===== src/rtl/assert_macros.svh =====
// Assertion macros shared by the detector RTL.
// Define NO_ASSERTIONS to compile the checks out; no other dependencies.
`ifndef ASSERT_MACROS_SVH
`define ASSERT_MACROS_SVH
`ifndef NO_ASSERTIONS
`define VSGD_ASSERT(label, prop, msg) \
	label: assert property (@(posedge clk) disable iff (!arst_n) prop) else $error(msg);
`define VSGD_ASSERT_ALWAYS(label, prop, msg) \
	label: assert property (@(posedge clk) prop) else $error(msg);
`else
`define VSGD_ASSERT(label, prop, msg)
`define VSGD_ASSERT_ALWAYS(label, prop, msg)
`endif
`endif


===== src/rtl/vsgd_pkg.sv =====
// Shared types, codes and defaults of the vertical stroke gesture detector.
// No dependencies; imported by every module of the block.
`default_nettype none
package vsgd_pkg;
	localparam int SAMPLE_BITS_DEF = 10;
	localparam int TIME_BITS_DEF   = 32;
	localparam int LIMIT_BITS      = 16;
	localparam int CFG_INDEX_BITS  = 3;

	localparam int IDLE_BAND_LOW_RST  = 395;
	localparam int IDLE_BAND_HIGH_RST = 425;
	localparam int STOP_BAND_LOW_RST  = 405;
	localparam int STOP_BAND_HIGH_RST = 410;
	localparam int MAX_STROKE_RST     = 750;
	localparam int MAX_SPAN_RST       = 2000;
	localparam int MAX_AGE_RST        = 500;

	typedef enum logic [CFG_INDEX_BITS-1:0] {
		CFG_IDLE_BAND_LOW  = 3'd0,
		CFG_IDLE_BAND_HIGH = 3'd1,
		CFG_STOP_BAND_LOW  = 3'd2,
		CFG_STOP_BAND_HIGH = 3'd3,
		CFG_MAX_STROKE     = 3'd4,
		CFG_MAX_SPAN       = 3'd5,
		CFG_MAX_AGE        = 3'd6
	} cfg_index_t;

	typedef enum logic [2:0] {
		DIR_IDLE = 3'b001,
		DIR_UP   = 3'b010,
		DIR_DOWN = 3'b100
	} dir_t;

	localparam logic [1:0] DIRCODE_IDLE = 2'b00;
	localparam logic [1:0] DIRCODE_UP   = 2'b01;
	localparam logic [1:0] DIRCODE_DOWN = 2'b11;

	typedef enum logic [2:0] {
		REASON_OK        = 3'd0,
		REASON_MOVING    = 3'd1,
		REASON_ORDER     = 3'd2,
		REASON_UP_LONG   = 3'd3,
		REASON_DOWN_LONG = 3'd4,
		REASON_SPAN_LONG = 3'd5,
		REASON_TOO_OLD   = 3'd6
	} reason_t;

	typedef struct packed {
		logic [1:0] direction;
		logic       gesture_ok;
		reason_t    reason;
	} trk_result_t;
endpackage
`default_nettype wire


===== src/rtl/vsgd_cfg_regs.sv =====
// Configuration register file: band edges and time limits.
// Depends on vsgd_pkg for register indexes and reset values.
`default_nettype none
module vsgd_cfg_regs
	import vsgd_pkg::*;
#(
	parameter int SAMPLE_BITS = SAMPLE_BITS_DEF
) (
	input  wire logic                      clk,
	input  wire logic                      arst_n,
	input  wire logic                      cfg_valid,
	output logic                           cfg_ready,
	input  wire logic [CFG_INDEX_BITS-1:0] cfg_index,
	input  wire logic [LIMIT_BITS-1:0]     cfg_data,
	output logic [SAMPLE_BITS-1:0]         idle_low,
	output logic [SAMPLE_BITS-1:0]         idle_high,
	output logic [SAMPLE_BITS-1:0]         stop_low,
	output logic [SAMPLE_BITS-1:0]         stop_high,
	output logic [LIMIT_BITS-1:0]          max_stroke,
	output logic [LIMIT_BITS-1:0]          max_span,
	output logic [LIMIT_BITS-1:0]          max_age
);
	logic [SAMPLE_BITS-1:0] idle_low_q, idle_high_q, stop_low_q, stop_high_q;
	logic [LIMIT_BITS-1:0]  max_stroke_q, max_span_q, max_age_q;

	assign cfg_ready = 1'b1;

	always_ff @(posedge clk or negedge arst_n) begin
		if (!arst_n) begin
			idle_low_q   <= SAMPLE_BITS'(IDLE_BAND_LOW_RST);
			idle_high_q  <= SAMPLE_BITS'(IDLE_BAND_HIGH_RST);
			stop_low_q   <= SAMPLE_BITS'(STOP_BAND_LOW_RST);
			stop_high_q  <= SAMPLE_BITS'(STOP_BAND_HIGH_RST);
			max_stroke_q <= LIMIT_BITS'(MAX_STROKE_RST);
			max_span_q   <= LIMIT_BITS'(MAX_SPAN_RST);
			max_age_q    <= LIMIT_BITS'(MAX_AGE_RST);
		end else if (cfg_valid && cfg_ready) begin
			case (cfg_index_t'(cfg_index))
				CFG_IDLE_BAND_LOW:  idle_low_q   <= cfg_data[SAMPLE_BITS-1:0];
				CFG_IDLE_BAND_HIGH: idle_high_q  <= cfg_data[SAMPLE_BITS-1:0];
				CFG_STOP_BAND_LOW:  stop_low_q   <= cfg_data[SAMPLE_BITS-1:0];
				CFG_STOP_BAND_HIGH: stop_high_q  <= cfg_data[SAMPLE_BITS-1:0];
				CFG_MAX_STROKE:     max_stroke_q <= cfg_data;
				CFG_MAX_SPAN:       max_span_q   <= cfg_data;
				CFG_MAX_AGE:        max_age_q    <= cfg_data;
				default: begin
				end
			endcase
		end
	end

	assign idle_low   = idle_low_q;
	assign idle_high  = idle_high_q;
	assign stop_low   = stop_low_q;
	assign stop_high  = stop_high_q;
	assign max_stroke = max_stroke_q;
	assign max_span   = max_span_q;
	assign max_age    = max_age_q;
endmodule
`default_nettype wire


===== src/rtl/vsgd_tracker.sv =====
// Stroke tracker: motion state, stroke timestamps and the gesture check.
// Depends on vsgd_pkg for the direction, reason and result types.
`default_nettype none
module vsgd_tracker
	import vsgd_pkg::*;
#(
	parameter int SAMPLE_BITS = SAMPLE_BITS_DEF,
	parameter int TIME_BITS   = TIME_BITS_DEF
) (
	input  wire logic                   clk,
	input  wire logic                   arst_n,
	input  wire logic                   advance,
	input  wire logic [SAMPLE_BITS-1:0] sample,
	input  wire logic [TIME_BITS-1:0]   now_ms,
	input  wire logic [SAMPLE_BITS-1:0] idle_low,
	input  wire logic [SAMPLE_BITS-1:0] idle_high,
	input  wire logic [SAMPLE_BITS-1:0] stop_low,
	input  wire logic [SAMPLE_BITS-1:0] stop_high,
	input  wire logic [LIMIT_BITS-1:0]  max_stroke,
	input  wire logic [LIMIT_BITS-1:0]  max_span,
	input  wire logic [LIMIT_BITS-1:0]  max_age,
	output trk_result_t                 result
);
	dir_t                 dir_q, dir_d;
	logic [TIME_BITS-1:0] up_start_q, up_end_q, up_len_q;
	logic [TIME_BITS-1:0] down_start_q, down_end_q, down_len_q;
	logic [TIME_BITS-1:0] up_start_d, up_end_d, up_len_d;
	logic [TIME_BITS-1:0] down_start_d, down_end_d, down_len_d;
	logic [TIME_BITS-1:0] span, age;
	logic                 in_idle, in_stop;

	always_comb begin
		dir_d        = dir_q;
		up_start_d   = up_start_q;
		up_end_d     = up_end_q;
		up_len_d     = up_len_q;
		down_start_d = down_start_q;
		down_end_d   = down_end_q;
		down_len_d   = down_len_q;
		in_idle      = (sample > idle_low) && (sample < idle_high);
		in_stop      = (sample > stop_low) && (sample < stop_high);
		case (dir_q)
			DIR_IDLE: begin
				if (!in_idle) begin
					if (sample <= idle_low) begin
						dir_d      = DIR_UP;
						up_start_d = now_ms;
						up_end_d   = '0;
						up_len_d   = '0;
					end else begin
						dir_d        = DIR_DOWN;
						down_start_d = now_ms;
						down_end_d   = '0;
						down_len_d   = '0;
					end
				end
			end
			DIR_UP: begin
				if (in_stop) begin
					dir_d    = DIR_IDLE;
					up_end_d = now_ms;
					up_len_d = now_ms - up_start_q;
				end
			end
			DIR_DOWN: begin
				if (in_stop) begin
					dir_d      = DIR_IDLE;
					down_end_d = now_ms;
					down_len_d = now_ms - down_start_q;
				end
			end
			default: dir_d = DIR_IDLE;
		endcase

		span = down_end_d - up_start_d;
		age  = now_ms - down_end_d;

		if (dir_d != DIR_IDLE) begin
			result.reason = REASON_MOVING;
		end else if (up_start_d > down_start_d) begin
			result.reason = REASON_ORDER;
		end else if (up_len_d > TIME_BITS'(max_stroke)) begin
			result.reason = REASON_UP_LONG;
		end else if (down_len_d > TIME_BITS'(max_stroke)) begin
			result.reason = REASON_DOWN_LONG;
		end else if (span > TIME_BITS'(max_span)) begin
			result.reason = REASON_SPAN_LONG;
		end else if (age > TIME_BITS'(max_age)) begin
			result.reason = REASON_TOO_OLD;
		end else begin
			result.reason = REASON_OK;
		end
		result.gesture_ok = (result.reason == REASON_OK);

		case (dir_d)
			DIR_UP:   result.direction = DIRCODE_UP;
			DIR_DOWN: result.direction = DIRCODE_DOWN;
			default:  result.direction = DIRCODE_IDLE;
		endcase
	end

	always_ff @(posedge clk or negedge arst_n) begin
		if (!arst_n) begin
			dir_q        <= DIR_IDLE;
			up_start_q   <= '0;
			up_end_q     <= '0;
			up_len_q     <= '0;
			down_start_q <= '0;
			down_end_q   <= '0;
			down_len_q   <= '0;
		end else if (advance) begin
			dir_q        <= dir_d;
			up_start_q   <= up_start_d;
			up_end_q     <= up_end_d;
			up_len_q     <= up_len_d;
			down_start_q <= down_start_d;
			down_end_q   <= down_end_d;
			down_len_q   <= down_len_d;
		end
	end
endmodule
`default_nettype wire


===== src/rtl/vertical_stroke_gesture_detector_top.sv =====
// A request is held in the input register, then its result in the output register;
// one request per cycle while the output is ready. The tracker check is combinational;
// the input stalls only while both registers are full and the output is not ready.
// Asynchronous active-low reset sets the motion state to idle, all stroke times to zero
// and the configuration registers to their defaults; no clearing pass is needed.
// Depends on vsgd_pkg, vsgd_cfg_regs, vsgd_tracker and assert_macros.svh.
`default_nettype none
`include "assert_macros.svh"
module vertical_stroke_gesture_detector_top
	import vsgd_pkg::*;
#(
	parameter int SAMPLE_BITS = SAMPLE_BITS_DEF,
	parameter int TIME_BITS   = TIME_BITS_DEF
) (
	input  wire logic                                         clk,
	input  wire logic                                         arst_n,
	input  wire logic                                         s_tvalid,
	output logic                                              s_tready,
	// Fields from bit 0: sample, now_ms, zero padding.
	input  wire logic [((SAMPLE_BITS+TIME_BITS+7)/8)*8-1:0]   s_tdata,
	output logic                                              m_tvalid,
	input  wire logic                                         m_tready,
	// Fields from bit 0: sample_echo, direction, gesture_ok, fail_reason, zero padding.
	output logic [((SAMPLE_BITS+6+7)/8)*8-1:0]                m_tdata,
	input  wire logic                                         cfg_valid,
	output logic                                              cfg_ready,
	input  wire logic [CFG_INDEX_BITS-1:0]                    cfg_index,
	input  wire logic [LIMIT_BITS-1:0]                        cfg_data
);
	logic [SAMPLE_BITS-1:0] idle_low, idle_high, stop_low, stop_high;
	logic [LIMIT_BITS-1:0]  max_stroke, max_span, max_age;

	logic                   valid_s1;
	logic [SAMPLE_BITS-1:0] sample_s1;
	logic [TIME_BITS-1:0]   now_s1;
	logic                   out_valid_s2;
	logic [SAMPLE_BITS-1:0] sample_s2;
	trk_result_t            res_s2;
	trk_result_t            trk_res;
	logic                   advance;

	vsgd_cfg_regs #(
		.SAMPLE_BITS(SAMPLE_BITS)
	) u_cfg (
		.clk       (clk),
		.arst_n    (arst_n),
		.cfg_valid (cfg_valid),
		.cfg_ready (cfg_ready),
		.cfg_index (cfg_index),
		.cfg_data  (cfg_data),
		.idle_low  (idle_low),
		.idle_high (idle_high),
		.stop_low  (stop_low),
		.stop_high (stop_high),
		.max_stroke(max_stroke),
		.max_span  (max_span),
		.max_age   (max_age)
	);

	vsgd_tracker #(
		.SAMPLE_BITS(SAMPLE_BITS),
		.TIME_BITS  (TIME_BITS)
	) u_tracker (
		.clk       (clk),
		.arst_n    (arst_n),
		.advance   (advance),
		.sample    (sample_s1),
		.now_ms    (now_s1),
		.idle_low  (idle_low),
		.idle_high (idle_high),
		.stop_low  (stop_low),
		.stop_high (stop_high),
		.max_stroke(max_stroke),
		.max_span  (max_span),
		.max_age   (max_age),
		.result    (trk_res)
	);

	assign advance  = valid_s1 && (!out_valid_s2 || m_tready);
	assign s_tready = !valid_s1 || advance;

	always_ff @(posedge clk or negedge arst_n) begin
		if (!arst_n) begin
			valid_s1     <= 1'b0;
			out_valid_s2 <= 1'b0;
		end else begin
			if (s_tready) begin
				valid_s1 <= s_tvalid;
			end
			if (advance) begin
				out_valid_s2 <= 1'b1;
			end else if (m_tready) begin
				out_valid_s2 <= 1'b0;
			end
		end
	end

	always_ff @(posedge clk) begin
		if (s_tvalid && s_tready) begin
			sample_s1 <= s_tdata[SAMPLE_BITS-1:0];
			now_s1    <= s_tdata[SAMPLE_BITS+TIME_BITS-1:SAMPLE_BITS];
		end
		if (advance) begin
			sample_s2 <= sample_s1;
			res_s2    <= trk_res;
		end
	end

	assign m_tvalid = out_valid_s2;

	always_comb begin
		m_tdata                                  = '0;
		m_tdata[SAMPLE_BITS-1:0]                 = sample_s2;
		m_tdata[SAMPLE_BITS+1:SAMPLE_BITS]       = res_s2.direction;
		m_tdata[SAMPLE_BITS+2]                   = res_s2.gesture_ok;
		m_tdata[SAMPLE_BITS+5:SAMPLE_BITS+3]     = res_s2.reason;
	end

	`VSGD_ASSERT(a_stall_cause, !s_tready |-> (valid_s1 && out_valid_s2 && !m_tready), "input stalled without a blocked output")
	`VSGD_ASSERT(a_s1_hold, (valid_s1 && !advance) |=> (valid_s1 && $stable(now_s1) && $stable(sample_s1)), "input stage lost a waiting request")
	`VSGD_ASSERT(a_result_load, advance |=> (out_valid_s2 && res_s2 == $past(trk_res)), "result register missed a finished request")
	`VSGD_ASSERT(a_ok_reason, out_valid_s2 |-> (res_s2.gesture_ok == (res_s2.reason == REASON_OK)), "pass flag disagrees with reason")
	`VSGD_ASSERT(a_moving_reason, (out_valid_s2 && res_s2.direction != DIRCODE_IDLE) |-> (res_s2.reason == REASON_MOVING), "moving result without moving reason")
	`VSGD_ASSERT_ALWAYS(a_reset_empty, !arst_n |-> (!valid_s1 && !out_valid_s2), "pipeline not empty in reset")
endmodule
`default_nettype wire

===== config.mk =====
export PLATFORM = sky130hd
export DESIGN_NAME = vertical_stroke_gesture_detector_top
export DESIGN_NICKNAME = d
export VERILOG_FILES = /design/src/rtl/vsgd_pkg.sv /design/src/rtl/vsgd_cfg_regs.sv /design/src/rtl/vsgd_tracker.sv /design/src/rtl/vertical_stroke_gesture_detector_top.sv
export VERILOG_INCLUDE_DIRS = /design/src /design/src/rtl
export SDC_FILE = /design/constraint.sdc
export NUM_CORES = 1
export LEC_CHECK = 0
export BUFFER_PORTS_ARGS = -buffer_cell sky130_fd_sc_hd__buf_2
export CORE_MARGIN = 3
export CORE_UTILIZATION = 35
export DETAILED_ROUTE_END_ITERATION = 6
export MAX_ROUTING_LAYER = met4
export SYNTH_ARGS = -nofsm -noshare
export SYNTH_HDL_FRONTEND = slang
export SYNTH_HIERARCHICAL = 1
export SYNTH_SLANG_ARGS = --single-unit

===== constraint.sdc =====
create_clock -name clk -period 6.3 [get_ports clk]
set_input_delay 1.575 -clock clk [delete_from_list [all_inputs] [get_ports clk]]
set_output_delay 1.575 -clock clk [all_outputs]
set_load 0.01 [all_outputs]

==> results.txt <==
Status -> finished with violations
Failing checks -> setup timing
Initial Util -> 35.46%
Worst hold path startpoint -> u_tracker/up_len_q[27]
Fin crit share -> 107.6%
Max cap viols -> 0
Final nets -> 3284
Syn_nets -> 2927
Fill cell count -> 6386
Max incr delay on CP -> 0.52 ns
DRT Wirelength -> 74220 um
Met2 WL -> 35240 um
Top FF cell, synth -> dfrtp_1
Hold buffers post-CTS -> 0
PwrDens -> 609.3 mW/mm2
DIE HEIGHT -> 264.8 um
RSZ-0062 raised after global routing -> yes
Boundary Pins -> 91
Most frequent CP cell -> buf_4
Vias in the first global route -> 21170
Min Tclk post-route -> 6.776 ns
Largest net degree at the start of global routing -> 97
Hpwl dp -> 57720 um
GRT Residual Overflow -> 0
Hold Vio Cnt, Final -> 0
Skew final -> 0.02716 ns
First-pass GRT wire length -> 115500 um
Router iterations before antenna repair -> 5
WS Path Type -> flop to flop
Final worst slack -> -0.4762 ns
Post-synthesis cell area -> 0.02344 mm2
Via count -> 20910
Asr flop ratio synth -> 81.35%
CTS Root Cell -> clkbuf_16
Finish-stage setup viols -> 4
H-tree depth -> 2
Warnings, synthesis -> 6
Worst Setup Start Kind -> flop
Hold Crit Class -> flop to flop
Layout cells sized above 1 -> 26.54%
Reg2Reg Setup Slack -> -0.48 ns
Placed Area -> 0.02672 mm2
P&R area growth vs syn -> 25.21%
CTS buffer count -> 38
Remaining routing DRC violations -> 0
Top sig layer -> met4
Crit path required time -> 6.60 ns
Worst r2r dst -> m_tdata[13]
CP Launch Point -> sample_s1[7]
R2r startpoint -> sample_s1[7]
Slew margin rel. -> 18.39%
Setup crit end kind -> flop
Slew Viols, Final -> 0
Aggregate negative setup slack -> -1.503 ns
Worst vdd ir -> 0.0003204 V
GPL Wtd Cong -> 0.9511
Syn Inst Count -> 2593
Post-synthesis sequential area ratio -> 34.66%
Routed vias/inst -> 5.438
Post-synth EDFFs -> 58
Clk slew on worst S/H paths -> 0.06 ns
Max FO, Critical Path -> 5
Detailed router's first-iteration violation count -> 1103
Mean Syn Cell Area -> 9.038 um2
Clock Path Buffers -> 3
ANT nets after route -> 0
Synth unique cells -> 90
Routed wl met3 -> 3044 um
Final hold slack -> 0.4829 ns
Sink Count -> 311
CTS tree -> yes
Overall Power -> 17.88 mW
WL/cell -> 19.30 um
Port Buffer Count -> 83
LEAKAGE -> 13.38 nW
Seq cells post-synth -> 311
Total die area -> 0.07010 mm2
Die W -> 264.8 um
Clock Latency Late Sink -> 0.58 ns
GRT Util Overall -> 21.22%
Initial antenna violation count -> 3
CP Capture Point -> m_tdata[13]
Worst Tran Pin Value -> 1.224 ns
Crit-path slowest cell -> edfxtp_1
Met1 WL -> 33290 um
Core area -> 0.06610 mm2
Worst R2R Path Depth -> 29
Final Cell Area -> 0.02935 mm2
Fmax -> 0.1476 GHz
FP Rows -> 94
WP data arrival -> 7.08 ns
critical path: cells and delay by family (launching register included):
kind                       cells  cell delay [ns]
AOI/OAI and AO/OA              6             1.01
and+or+nand+nor               11             2.30
DFF                            1             0.52
adders and majority gates      4             1.22
muxes                          1             0.26
xor gates and xnor gates       1             0.24
buffers and inverters          6             0.95
power breakdown:
part           internal [mW]  total (mW)  switching [mW]
sequential              2.71        3.15           0.435
clock                   1.22        2.16           0.940
combinational           5.89        12.6            6.69
synthesized netlist by cell type (all sizes together) (50+ instances only):
library cell  instances  area, um2
mux2                121       1400
edfxtp               58       1742
o21ai               116      584.3
clkbuf               75      284.0
nor2                219      822.0
mux2i                67      670.6
inv                 248      930.9
a21oi               285       1434
dfrtp               213       5330
nand2               187      701.9
nand4                50      312.8
ha                  258       3228
xnor2                62      543.0
kinds of logic after synthesis:
logic type | Yosys count | share of synthesized area [%]
adders and majority gates | 262 | 14.12
DFF | 311 | 34.66
buffers and inverters | 342 | 5.787
and+or+nand+nor | 691 | 14.28
other | 1 | 0.01600
xor gates and xnor gates | 99 | 3.700
muxes | 188 | 8.836
AOI/OAI and AO/OA | 699 | 18.61
through the flow:
step | std cells | setup WS [ns] | utilization, %
after floorplan | 2593 | -0.2157 | -
after global placement | 3729 | -0.8830 | 40.42
after detailed placement | 3729 | -1.194 | 40.42
after CTS | 3827 | -0.4312 | 43.60
after global routing | 3844 | -0.6636 | 44.39
final | 3845 | -0.4762 | 44.40
worst min path at each step:
stage | endpoint | slack (ns) | cells after the start
final | u_tracker/up_len_q[27] | 0.48 | 2
after global routing | u_tracker/down_len_q[17] | 0.50 | 2
after CTS | u_tracker/down_len_q[16] | 0.48 | 2
after detailed placement | u_tracker/down_len_q[16] | 0.47 | 2
after global placement | u_tracker/down_len_q[16] | 0.47 | 2
after floorplan | u_tracker/down_len_q[22] | 0.45 | 2
placed cells by master, fill, tap and decap left out, drive strengths merged, types with 40 or more instances in the layout:
cell type / count
mux2: 121
buf: 410
dfstp: 40
mux2i: 67
nand4: 50
nand3: 40
dfrtp: 213
o21ai: 116
ha: 258
clkbuf: 47
a21oi: 285
xnor2: 62
inv: 250
edfxtp: 58
nor2: 219
nand2: 187
sequential cells by signal (all words and copies together), names as in the netlist:
register                cells
m_tdata                     6
m_tvalid                    1
now_s1                     32
sample_s1                  10
sample_s2                  10
u_cfg/idle_high            10
u_cfg/idle_low             10
u_cfg/max_age              16
u_cfg/max_span             16
u_cfg/max_stroke           16
u_cfg/stop_high            10
u_cfg/stop_low             10
u_tracker/dir_q             3
u_tracker/down_end_q       32
u_tracker/down_len_q       32
u_tracker/down_start_q     32
u_tracker/up_len_q         32
u_tracker/up_start_q       32
valid_s1                    1
routing by layer:
| layer | up-vias | GRT usage, % |
|---|---|---|
| li1 | 10100 | - |
| met1 | 10220 | 27.33 |
| met2 | 468 | 34.85 |
| met3 | 122 | 2.107 |
| met4 | 0 | 7.689 |
| met5 | - | - |
layout make-up:
type | instances | area [um2] | area share [%]
clock buffers | 46 | 991.0 | 3.377
inverters | 248 | 930.9 | 3.172
clock inverters | 24 | 219.0 | 0.7461
diodes | 1 | 2.502 | 0.008527
well taps | 864 | 1081 | 3.684
flip-flops and latches | 311 | 8123 | 27.68
repair buffers | 411 | 3028 | 10.32
multi-input cells | 1940 | 14970 | 51.01
timing repair:
action,4_1_cts,5_1_grt
cloned,1,1
setup endpoints to repair,4,4
endpoints found under the hold margin,0,0
pin swaps,53,35
buffers inserted,27,16
resized for setup,131,69
Note: power is estimated with default switching activity, not from simulation.
